<file path="config.mk">
export PLATFORM = sky130hd
export DESIGN_NAME = lav_ser
export DESIGN_NICKNAME = d
export VERILOG_FILES = /design/src/hdl/lav_pkg.sv /design/src/hdl/lav_ser.sv
export SDC_FILE = /design/constraint.sdc
export NUM_CORES = 1
export LEC_CHECK = 0
export ABC_AREA = 1
export BUFFER_PORTS_ARGS = -buffer_cell sky130_fd_sc_hd__buf_2
export CAP_MARGIN = 20
export CORE_AREA = 2 2 206 208
export DETAILED_ROUTE_END_ITERATION = 10
export DIE_AREA = 0 0 208 210
export PLACE_DENSITY = 0.66
export SYNTH_ARGS = -nofsm -noshare
export SYNTH_HDL_FRONTEND = slang
export SYNTH_SLANG_ARGS = --single-unit
export TNS_END_PERCENT = 20
</file>
<file path="constraint.sdc">
create_clock -name i_clk -period 22.9 [get_ports i_clk]
set_input_delay 6.87 -clock i_clk [delete_from_list [all_inputs] [get_ports i_clk]]
set_output_delay 6.87 -clock i_clk [all_outputs]
set_load 0.01 [all_outputs]
</file>
<file path="src/hdl/lav_pkg.sv">
`default_nettype none
package lav_pkg;
    localparam int FRAC_BITS = 16;
    localparam int CW = 32;
    // width of a vector entry that goes into normalization
    localparam int NV_W = FRAC_BITS + 35;
    localparam int POS_W = $clog2(NV_W);
    // the largest normalized magnitude of a nonzero vector lies in [2^29, 2^30)
    localparam int NM_W = 30;
    localparam int NM_TOP = NM_W - 1;
    localparam int SUM_W = 2 * NM_W + 2;
    localparam int ROOT_W = NM_W + 1;
    localparam int SQ_N = ROOT_W;
    localparam int QW = FRAC_BITS + 1;
    localparam int DV_W = FRAC_BITS + ROOT_W + 1;
    localparam int DV_N = QW;
    localparam int VEC_W = FRAC_BITS + 2;
    localparam int UW = FRAC_BITS + 5;
    localparam int PW = VEC_W + CW;
    localparam int PU_W = 2 * VEC_W;
    localparam int EU_W = PU_W + 1;
    localparam int PD_W = UW + CW;
    localparam int TW = PD_W + 2;
    localparam int TS_W = TW + 1 - FRAC_BITS;
    localparam int SB_W = 6 * CW + 1;
    localparam int SB_FLAG = 6 * CW;

    localparam logic [1:0] ROW_S = 2'd0;
    localparam logic [1:0] ROW_U = 2'd1;
    localparam logic [1:0] ROW_V = 2'd2;
    localparam logic [1:0] ROW_LAST = 2'd3;

    typedef struct packed {
        logic                      valid;
        logic                      zero;
        logic [2:0]                neg;
        logic [2:0][NM_W-1:0]      m;
        logic [SB_W-1:0]           sb;
    } t_nrm_ctl;

    typedef struct packed {
        logic                      degen;
        logic [2:0][3:0][CW-1:0]   ent;
    } t_mat;
endpackage
`default_nettype wire

</file>
<file path="src/hdl/lav_ser.sv">
`default_nettype none
module lav_ser import lav_pkg::*; (
    input  logic                 i_clk,
    input  logic                 i_rst_n,
    input  logic                 i_valid,
    input  t_mat                 i_mat,
    output logic                 o_take,
    output logic                 o_valid,
    input  logic                 i_stall,
    output logic [1:0]           o_row_index,
    output logic signed [CW-1:0] o_col0,
    output logic signed [CW-1:0] o_col1,
    output logic signed [CW-1:0] o_col2,
    output logic signed [CW-1:0] o_col3,
    output logic                 o_last_row,
    output logic                 o_degenerate
);
    logic       r_v;
    logic [1:0] r_row;
    t_mat       r_mat;
    logic       take;

    assign take = !r_v || (!i_stall && r_row == ROW_LAST);

    always_ff @(posedge i_clk) begin
        if (!i_rst_n) begin
            r_v <= 1'b0;
            r_row <= ROW_S;
        end else if (take) begin
            r_v <= i_valid;
            r_row <= ROW_S;
        end else if (!i_stall) begin
            r_row <= r_row + 2'd1;
        end
    end

    always_ff @(posedge i_clk) begin
        if (take && i_valid) r_mat <= i_mat;
    end

    always_comb begin
        case (r_row)
            ROW_S, ROW_U, ROW_V: begin
                o_col0 = r_mat.ent[r_row][0];
                o_col1 = r_mat.ent[r_row][1];
                o_col2 = r_mat.ent[r_row][2];
                o_col3 = r_mat.ent[r_row][3];
            end
            default: begin
                o_col0 = '0;
                o_col1 = '0;
                o_col2 = '0;
                o_col3 = CW'(1 << FRAC_BITS);
            end
        endcase
    end

    assign o_take = take;
    assign o_valid = r_v;
    assign o_row_index = r_row;
    assign o_last_row = (r_row == ROW_LAST);
    assign o_degenerate = r_mat.degen;

    a_row_step: assert property (@(posedge i_clk) disable iff (!i_rst_n)
        r_v && !i_stall && r_row != ROW_LAST |=> r_v && r_row == $past(r_row) + 2'd1)
        else $error("row counter skipped");
    a_mat_hold: assert property (@(posedge i_clk) disable iff (!i_rst_n)
        r_v && !take |=> $stable(r_mat))
        else $error("matrix changed mid item");
    a_new_row0: assert property (@(posedge i_clk) disable iff (!i_rst_n)
        take && i_valid |=> r_v && r_row == ROW_S)
        else $error("new item not started at row 0");
endmodule
`default_nettype wire

</file>
; ---- Word-level counts from Yosys, hierarchy flattened
; Index checks and enable logic that the tools add are counted.
[totals]
reg_bits = 388
latchBits = 0
ram_bits = 0
mem_bits_ro = 0
inputBits = 389
out_inout_bits = 134
wordCells = 35
mem_count = 0
[classes]
add_sub_neg = 1
mul = 0
n_div = 0
n_lt_le_gt_ge = 1
n_eq_ne = 3
shift = 0
mux = 6
bitwise_logic = 1
n_reduce_logical = 8
[ops]
columns = cell, n
row1 = $bmux 128 s2, 1
row2 = $mux 128, 1
row3 = $mux 32, 4
row4 = $eq 2x2->1 const B, 2
row5 = $lt 2x3->1 const B, 1
row6 = $reduce_or 3->1, 1
row7 = $add 2x1->2 const B, 1
row8 = $eq 2x1->1 const B, 1
row9 = $logic_and 1x1->1, 2
row10 = $logic_not 1->1, 2
row11 = $logic_not 2->1, 1
row12 = $reduce_or 2->1, 1
row13 = $logic_or 1x1->1, 1
row14 = $not 1->1, 1

; ---- Logic depth before layout (Yosys ltp)
; Gate-level depths: netlist of run 1.
[logic_depth]
depth_word = 4
depth_mapped = 6
depth_no_buf = 4

; ---- Worst setup path after synthesis of run 1
; OpenSTA, ideal clock, no wires.
[synth_path]
path_type = input to register
from = input i_stall
to = register r_mat (netlist bit o_degenerate), enable pin
t_arrival_ns = 23.003
path_slack_ns = -1.245
stages = 3
path_cell_list = inv_1 > a21boi_0 > nor2_1
[synth_between]
elab_chain_len = 4
[synth_rtl]
columns = item, line_no
row1 = "start, declared", lav_ser.sv:9  ; input logic i_stall,
row2 = $logic_not 1->1, n/a
row3 = $logic_and 1x1->1, lav_ser.sv:23  ; assign take = !r_v || (!i_stall && r_row == ROW_LAST);
row4 = $logic_or 1x1->1, lav_ser.sv:23
row5 = $logic_and 1x1->1, lav_ser.sv:38  ; if (take && i_valid) r_mat <= i_mat;
row6 = "end signal, assigned", lav_ser.sv:38
row7 = "end, declared", lav_ser.sv:20  ; t_mat r_mat;
; No other way between the ends.
; A chain may end at the register's enable or synchronous reset.

; ---- Worst setup path in the final report of run 1
[layout_path]
from = input i_stall
to = output o_take
[layout_between]
elab_chain_len = 3
[layout_rtl]
columns = item, line_no
row1 = $logic_not 1->1, n/a
row2 = $logic_and 1x1->1, lav_ser.sv:23
row3 = $logic_or 1x1->1, lav_ser.sv:23
row4 = "end, declared", lav_ser.sv:7  ; output logic o_take,
; No other way between the ends.

==> qor.txt, run 1 <==
buffers added on ports = 522
largest cells by area after synthesis = edfxtp_1, nand2_1, inv_1, a21oi_1, nand3_1
Setup Buffers After CTS = 0
placed inst area = 18800 um2
RR Startpoint = o_row_index[0]$_SDFFE_PP0N_
Final Util = 48.42%
Net Sw Frac = 22.52%
Synthesized Nets = 1760
endpoints failing setup = 0
Tightest Pin Transition = 1.103 ns
run status = finished, final reports clean
Slew HR = 26.47%
CTS clock-pin slew for the worst setup and hold paths = 0.05 ns
syn avg cell area = 11.50 um2
Net Switching = 362.5 uW
post-route ant nets = 0
Post-synth ARST share = 0%
dominant synthesized flop cell = edfxtp_1
largest net degree at the start of global routing = 88
DR pass1 iterations = 5
Rows = 75
Worst Setup End Kind = primary output
sequential fraction of the synthesis area = 73.77%
CTS tree = yes
routability cong. = 0.8010
worst setup path startpoint = i_stall
drt total wl = 41940 um
type of the worst setup path = in2out
clk_lat worst skew = 0.55 ns
number of buffers created by CTS = 43
Mapped Cells = 1370
fin. max-slew vios = 0
clock sink count = 388
CP Data Arrival Time = 7.77 ns
hold buffers post-CTS = 0
hold_ws = 0.7333 ns
maximum vdd drop = 0.05901 mV
combinational power share = 9.0%
deepest clock path buffer count = 3
post-synth top area share = 73.39%
crit path time final = 14.64 ns
Starting DRT DRC Count = 897
vias in the first global route = 11370
DRC Markers = 0
hold_sp = o_valid$_SDFFE_PN0P_
Final Net Count = 2268
Boundary Pins = 523
Post-synth top cells = nand2_1, edfxtp_1, inv_1
Worst Skew = 0.01344 ns
grt total ovfl = 0
fraction of layout cells with a size suffix above 1 = 31.13%
leading area contributor after synthesis = edfxtp_1
die height = 210 um
Overall Global Routing Usage = 18.57%
fmax = 68.30 MHz
Seq cells post-synth = 388
via count = 11500
first-pass GRT wire length = 62360 um
startpoint type of the worst setup path = input pin
# resized after CTS = 0
H-tree depth = 2
dpl hpwl = 27920 um
die footprint = 43680 um2
starting density of the core = 37.98%
Worst Path Required = 16.03 ns
YS warnings = 0
core area = 41480 um2
Filler cells = 3758
P per Cell Area = 80.18 nW/um2
clk root buf = clkbuf_16
Final Hold Viols = 0
internal power = 1.248 mW
initial antenna violation count = 20
clock network fraction of total power = 38.6%
Yosys cell types = 16
final worst path period share = 63.94%
Min-Delay Path Class = reg2reg
chip width = 208 um
vias per cell = 4.679
design area = 20080 um2
post-synth design cell area = 15750 um2
CP Max Fanout = 3
top-count cell post-synth = nand2_1
leakage power = 9.075 nW
WL per Instance = 17.06 um
sequential power share = 52.4%
Post-synth EDFFs = 385
max_cap viols = 0
area delta synth->final = 27.48%
flop2flop setup slack = 17.54 ns
setup TNS = 0 ns
RSZ-0062 raised after global routing = no
placed cells by master, fill, tap and decap left out, drive strengths merged:
| cell type | netlist | routed |
|---|---|---|
| ha | 1 | 1 |
| nor2 | 6 | 6 |
| nand3b | 1 | 1 |
| buf | 56 | 533 |
| a21oi | 127 | 127 |
| dfxtp | 3 | 3 |
| or2 | 1 | 1 |
| a21boi | 1 | 1 |
| nand2 | 387 | 387 |
| diode | 0 | 11 |
| clkbuf | 14 | 55 |
| clkinvlp | 0 | 2 |
| o21a | 1 | 1 |
| xor2 | 1 | 1 |
| nand3 | 127 | 127 |
| inv | 259 | 260 |
| clkinv | 0 | 17 |
| edfxtp | 385 | 385 |
critical path: stages:
cell	delay, ns
buf_2	0.12
inv_1	0.07
a21boi_0	0.47
inv_1	0.08
buf_2	0.16
kinds of logic after synthesis:
logic type / count (synthesis) / share of synthesized area (%)
flip-flops: 388 / 73.77
buffers and inverters: 329 / 8.475
XOR/XNOR: 1 / 0.05561
AO/OA/AOI/OAI: 129 / 4.130
adder cells (fa/ha/maj): 1 / 0.07942
AND/OR/NAND/NOR: 522 / 13.49
flip-flops by register name (all words and copies together), names as in the netlist:
register      flops
r_mat           384
o_row_index       2
o_degenerate      1
o_valid           1
per-layer routing:
metal	vias up	track usage, %	routed length (um)
li1	5506	-	-
met1	5366	22.42	16120
met2	528	30.70	20320
met3	84	5.855	4189
met4	16	8.168	1206
met5	-	0	104
through the flow:
stage,setup WS (ns),std cells,power [mW]
after global routing,8.217,2457,1.675
after floorplan,5.279,1370,0.9420
final,8.259,2458,1.610
after global placement,8.272,2372,0.9996
after CTS,8.268,2447,1.627
after detailed placement,8.268,2372,1.005
final timing paths:
check                                 to  depth (start not counted)
min reg2reg  o_row_index[0]$_SDFFE_PP0N_                          3
max                               o_take                          5
max reg2reg         r_mat[161]$_DFFE_PP_                          5
min          o_row_index[0]$_SDFFE_PP0N_                          3
area by class of cell:
cell class | instances | area, um2 | area share, %
sequential | 388 | 11620 | 57.89
multi-input combinational | 653 | 2824 | 14.06
timing repair buffer | 533 | 2695 | 13.42
clock buffer | 55 | 1164 | 5.794
inverter | 259 | 977.2 | 4.866
tap | 539 | 674.4 | 3.358
clock inverter | 20 | 95.09 | 0.4735
antenna | 11 | 27.53 | 0.1371
power by group through the flow:
stage	combinational, mW	clock, mW	sequential [mW]
floorplan	0.0734	0	0.869
finish	0.145	0.621	0.844
CTS	0.147	0.637	0.844
global route	0.162	0.667	0.847
detailed placement	0.146	0	0.859
global placement	0.142	0	0.857
Note: power is estimated with default switching activity, not from simulation.
==> inputs of run 2 (changes only) <==
clock period = 13.1 ns   (was 22.9 ns; I/O delays follow)
==> run 2 against run 1 <==
Compared with the run above: first-iteration DRC count shrank 6.9%; combinational power rose by 77%; clock power up 82%; largest power group unchanged; worst setup slack worse by 3.9 ns; routed wire length grew 1.3%; largest cell class unchanged; sequential share of layout area fell by 0.14 points; sequential cell count did not move; die area did not move; register-to-register slack got worse by 9.3 ns; global-route usage is 0.29 points higher.
==> qor.txt, run 2 (synthesized netlist as in run 1, its figures left out) <==
run status = finished, final reports clean (unchanged)
core area = 41480 um2 (unchanged)
number of buffers created by CTS = 42 (was 43)
max_cap viols = 0 (unchanged)
deepest clock path buffer count = 3 (unchanged)
drt total wl = 42470 um (was 41940 um)
# resized after CTS = 0 (unchanged)
maximum vdd drop = 0.1181 mV (was 0.05901 mV)
combinational power share = 8.9% (was 9.0%)
internal power = 2.226 mW (was 1.248 mW)
Filler cells = 3808 (was 3758)
area delta synth->final = 27.79% (was 27.48%)
CTS clock-pin slew for the worst setup and hold paths = 0.06 ns (was 0.05 ns)
Net Sw Frac = 22.31% (was 22.52%)
DRC Markers = 0 (unchanged)
DR pass1 iterations = 5 (unchanged)
leakage power = 9.088 nW (was 9.075 nW)
Slew HR = 25.26% (was 26.47%)
Worst Path Required = 9.17 ns (was 16.03 ns)
via count = 11370 (was 11500)
Final Util = 48.53% (was 48.42%)
largest net degree at the start of global routing = 188 (was 88)
die height = 210 um (unchanged)
commonest non-fill, non-tap cell in the layout = buf_2 (unchanged)
clk_lat worst skew = 0.55 ns (about the same)
dpl hpwl = 28350 um (was 27920 um)
fin. max-slew vios = 0 (unchanged)
vias per cell = 4.635 (was 4.679)
Starting DRT DRC Count = 835 (was 897)
most frequent cells in the layout = buf_2, nand2_1, edfxtp_1, inv_1 (unchanged)
Rows = 75 (unchanged)
Worst Setup End Kind = primary output (unchanged)
Setup Buffers After CTS = 0 (unchanged)
routability cong. = 0.8370 (was 0.8010)
Post-Layout Cell Count = 2452 (was 2458)
clock network fraction of total power = 39.6% (was 38.6%)
clock sink count = 388 (unchanged)
number of flip-flops in the largest register = 384 (unchanged)
die footprint = 43680 um2 (unchanged)
buffers added on ports = 522 (unchanged)
initial antenna violation count = 10 (was 20)
P per Cell Area = 142.4 nW/um2 (was 80.18 nW/um2)
starting density of the core = 37.98% (unchanged)
endpoints failing setup = 0 (unchanged)
H-tree depth = 2 (unchanged)
hold buffers post-CTS = 0 (unchanged)
Tightest Pin Transition = 1.121 ns (was 1.103 ns)
setup TNS = 0 ns (unchanged)
chip width = 208 um (unchanged)
first-pass GRT wire length = 63450 um (was 62360 um)
fraction of layout cells with a size suffix above 1 = 31.07% (was 31.13%)
Min-Delay Path Class = reg2reg (unchanged)
Worst Skew = 0.02242 ns (was 0.01344 ns)
sequential power share = 51.5% (was 52.4%)
CP Data Arrival Time = 4.86 ns (was 7.77 ns)
WL per Instance = 17.32 um (was 17.06 um)
Final Net Count = 2264 (was 2268)
dpl ws = 4.298 ns (was 8.268 ns)
vias in the first global route = 11350 (was 11370)
RSZ-0062 raised after global routing = no (unchanged)
CTS tree = yes (unchanged)
grt total ovfl = 0 (unchanged)
type of the worst setup path = in2out (unchanged)
CP Max Fanout = 3 (unchanged)
Net Switching = 639.4 uW (was 362.5 uW)
final worst slack = 4.314 ns (was 8.259 ns)
clk root buf = clkbuf_16 (unchanged)
Overall Global Routing Usage = 18.87% (was 18.57%)
post-route ant nets = 0 (unchanged)
Post-Place Cells = 2369 (was 2372)
Boundary Pins = 523 (unchanged)
fmax = 113.8 MHz
Final Hold Viols = 0 (unchanged)
final worst path period share = 67.07%
Largest Register = r_mat (unchanged)
crit path time final = 8.786 ns
startpoint type of the worst setup path = input pin (unchanged)
run 2: worst paths after layout:
path / start / end / slack, ns / cells past startpoint
worst max register to register: o_row_index[0]$_SDFFE_PP0N_ / r_mat[212]$_DFFE_PP_ / 8.22 / 5
worst min register to register: o_valid$_SDFFE_PN0P_ / o_row_index[1]$_SDFFE_PP0N_ / 0.74 / 3
worst min-delay path: o_valid$_SDFFE_PN0P_ / o_row_index[1]$_SDFFE_PP0N_ / 0.74 / 3
worst max-delay path: i_stall / o_take / 4.31 / 5
run 2: critical path: stages:
cell and delay, ns:
buf_2 0.12, inv_1 0.08, a21boi_0 0.47, inv_1 0.10
buf_2 0.16
run 2: final cells by class:
| type | count | area, um2 | area share [%] |
|---|---|---|---|
| multi-input combinational | 653 | 2824 | 14.03 |
| clock inverter | 18 | 167.7 | 0.8329 |
| antenna | 11 | 27.53 | 0.1367 |
| clock buffer | 54 | 1137 | 5.650 |
| sequential | 388 | 11620 | 57.75 |
| inverter | 259 | 977.2 | 4.854 |
| timing repair buffer | 530 | 2698 | 13.40 |
| tap | 539 | 674.4 | 3.350 |
run 2: power groups by stage:
stage | logic (mW) | clock network [mW] | registers [mW]
floorplan | 0.129 | 0 | 1.51
global placement | 0.252 | 0 | 1.50
detailed placement | 0.258 | 0 | 1.50
CTS | 0.260 | 1.16 | 1.48
global route | 0.285 | 1.21 | 1.48
finish | 0.256 | 1.13 | 1.48
run 2: per-layer routing:
metal	wire length, um	GRT usage, %
met4	1113	7.019
met3	4125	6.079
met2	20750	31.88
met1	16440	22.61
met5	39	0
run 2: per-stage QoR:
step / cell area, um2 / hold WS (ns) / power, mW
after floorplan: 15760 / 0.6904 / 1.635
after global placement: 18800 / 0.7474 / 1.751
after detailed placement: 18800 / 0.7402 / 1.760
after CTS: 20100 / 0.7475 / 2.900
after global routing: 20110 / 0.8088 / 2.975
final: 20130 / 0.7383 / 2.866
==> inputs of run 3 (changes only) <==
CORE_AREA = 2 2 201 203   (was 2 2 206 208)
DIE_AREA = 0 0 203 205   (was 0 0 208 210)
PLACE_DENSITY = 0.67   (was 0.66)
clock period = 8.1 ns   (was 13.1 ns; I/O delays follow)
==> run 3 against run 2 <==
Compared with the run above: via count grew 0.48%; clock skew shrank 0.0062 ns; first-iteration DRC count shrank 6.7%; die area shrank 4.7%; worst setup slack lost 2.0 ns; utilization grew 2.8 points; sequential share of layout area shrank 0.22 points; hold slack lost 0.12 ns; critical path depth shrank 1; final cell count shrank 0.41%; clock-buffer cell count shrank 3.
==> qor.txt, run 3 (synthesized netlist as in run 1, its figures left out) <==
run status = finished, final reports clean (unchanged)
Tightest Pin Transition = 1.123 ns (was 1.121 ns)
clock sink count = 388 (unchanged)
H-tree depth = 2 (unchanged)
Filler cells = 3428 (was 3808)
number of buffers created by CTS = 42 (unchanged)
dpl hpwl = 27910 um (was 28350 um)
Net Sw Frac = 22.30% (was 22.31%)
chip width = 203 um (was 208 um)
number of flip-flops in the largest register = 384 (unchanged)
Slew HR = 25.14% (was 25.26%)
Overall Global Routing Usage = 19.67% (was 18.87%)
core area = 39370 um2 (was 41480 um2)
type of the worst setup path = reg2out (was in2out)
die footprint = 41620 um2 (was 43680 um2)
worst-path cell with the longest stage delay = dfxtp_4 (was a21boi_0)
Final Hold Viols = 0 (unchanged)
# resized after CTS = 0 (unchanged)
delay of the slowest cell on the worst path = 0.93 ns (was 0.47 ns)
Post-Layout Cell Count = 2442 (was 2452)
first-pass GRT wire length = 62390 um (was 63450 um)
max_cap viols = 0 (unchanged)
area delta synth->final = 28.28% (was 27.79%)
CTS clock-pin slew for the worst setup and hold paths = 0.06 ns (about the same)
Final Util = 51.33% (was 48.53%)
largest net degree at the start of global routing = 197 (was 188)
vias per cell = 4.676 (was 4.635)
Post-Place Cells = 2356 (was 2369)
Worst Path Required = 5.67 ns (was 9.17 ns)
Setup Buffers After CTS = 0 (unchanged)
die height = 205 um (was 210 um)
design area = 20210 um2 (was 20130 um2)
Starting DRT DRC Count = 779 (was 835)
Worst Setup End Kind = primary output (unchanged)
Min-Delay Path Class = reg2reg (unchanged)
grt met3 use = 6.777% (was 6.079%)
placed inst area = 18810 um2 (was 18800 um2)
final worst path period share = 72.02%
buffers added on ports = 522 (unchanged)
clk root buf = clkbuf_16 (unchanged)
GR Util met1 = 22.98% (was 22.61%)
CP Max Fanout = 66 (was 3)
Boundary Pins = 523 (unchanged)
post-route ant nets = 0 (unchanged)
setup TNS = 0 ns (unchanged)
routability cong. = 0.8392 (was 0.8370)
deepest clock path buffer count = 3 (unchanged)
DR pass1 iterations = 5 (unchanged)
hold buffers post-CTS = 0 (unchanged)
DRC Markers = 0 (unchanged)
Rows = 73 (was 75)
most frequent cells in the layout = buf_2, nand2_1, edfxtp_1, inv_1 (unchanged)
CP Data Arrival Time = 3.40 ns (was 4.86 ns)
hold_ws = 0.6232 ns (was 0.7383 ns)
grt total ovfl = 0 (unchanged)
crit path time final = 5.833 ns
Net Switching = 1.049 mW (was 639.4 uW)
sequential cell area = 11620 um2 (unchanged)
routing usage on met2 = 33.66% (was 31.88%)
maximum vdd drop = 0.1812 mV (was 0.1181 mV)
crit-path cells = ha_4, buf_4, a21oi_1, buf_2 (was buf_2, inv_1, a21boi_0, inv_1, buf_2)
CTS tree = yes (unchanged)
RSZ-0062 raised after global routing = no (unchanged)
sequential power share = 50.7% (was 51.5%)
fin. max-slew vios = 0 (unchanged)
initial antenna violation count = 13 (was 10)
commonest non-fill, non-tap cell in the layout = buf_2 (unchanged)
endpoints failing setup = 0 (unchanged)
fraction of layout cells with a size suffix above 1 = 31.34% (was 31.07%)
gr busiest metal = met2 (unchanged)
Final Net Count = 2265 (was 2264)
drt total wl = 42660 um (was 42470 um)
P per Cell Area = 232.7 nW/um2 (was 142.4 nW/um2)
leakage power = 9.132 nW (was 9.088 nW)
WL per Instance = 17.47 um (was 17.32 um)
clk_lat worst skew = 0.55 ns (about the same)
startpoint type of the worst setup path = register (was input pin)
combinational power share = 8.8% (was 8.9%)
footprint of the multi-input gates = 2835 um2 (was 2824 um2)
Worst Skew = 0.01622 ns (was 0.02242 ns)
flop2flop setup slack = 4.35 ns (was 8.22 ns)
vias in the first global route = 11490 (was 11350)
internal power = 3.654 mW (was 2.226 mW)
Largest Register = r_mat (unchanged)
clock network fraction of total power = 40.5% (was 39.6%)
starting density of the core = 40.02% (was 37.98%)
via count = 11420 (was 11370)
fmax = 171.4 MHz
-- run 3: cell types whose count changed in the layout (fill, tap and decap cells not counted), sizes merged --
cell      change
buf           +1
bufinv        +1
clkbuf        -3
clkinv        +5
clkinvlp      +2
diode         -2
-- run 3: through the flow --
step | setup WS (ns) | total power [mW]
6_report | 2.267 | 4.703
5_1_grt | 2.031 | 4.868
4_1_cts | 2.192 | 4.747
3_5_place_dp | 2.516 | 2.843
3_3_place_gp | 2.530 | 2.830
2_1_floorplan | -0.5602 | 2.645
-- run 3: area by class of cell --
cell class	instances	share of cell area (%)
antenna	9	0.1114
clock buffer	51	5.684
clock inverter	26	1.114
inverter	259	4.898
multi-input combinational	653	14.03
sequential	388	57.53
tap	525	3.251
timing repair buffer	531	13.39
-- run 3: layer usage --
layer | vias up | share of wire (%)
li1 | 5495 | -
met1 | 5298 | 38
met2 | 531 | 49
met3 | 86 | 10
met4 | 10 | 2.5
met5 | - | 0.12
-- run 3: worst paths after layout --
path / cells past startpoint / startpoint / to
min reg2reg: 3 / o_valid$_SDFFE_PN0P_ / o_row_index[0]$_SDFFE_PP0N_
max reg2reg: 4 / o_row_index[0]$_SDFFE_PP0N_ / r_mat[339]$_DFFE_PP_
min: 3 / o_valid$_SDFFE_PN0P_ / o_row_index[0]$_SDFFE_PP0N_
max: 4 / o_row_index[0]$_SDFFE_PP0N_ / o_col0[2]
-- run 3: power by group through the flow --
stage | clock network (mW) | logic [mW] | registers [mW]
6_report | 1.90 | 0.414 | 2.39
2_1_floorplan | 0 | 0.209 | 2.44
3_3_place_gp | 0 | 0.406 | 2.42
4_1_cts | 1.94 | 0.418 | 2.39
3_5_place_dp | 0 | 0.415 | 2.43
5_1_grt | 2.01 | 0.460 | 2.40
-- run 3: worst max-delay path: cells and delay by family, from the launching register on --
family                     cells  cell delay, ns
AOI/OAI and AO/OA              1            0.14
DFF                            1            0.93
buffers and inverters          2            0.87
adders and majority gates      1            0.87
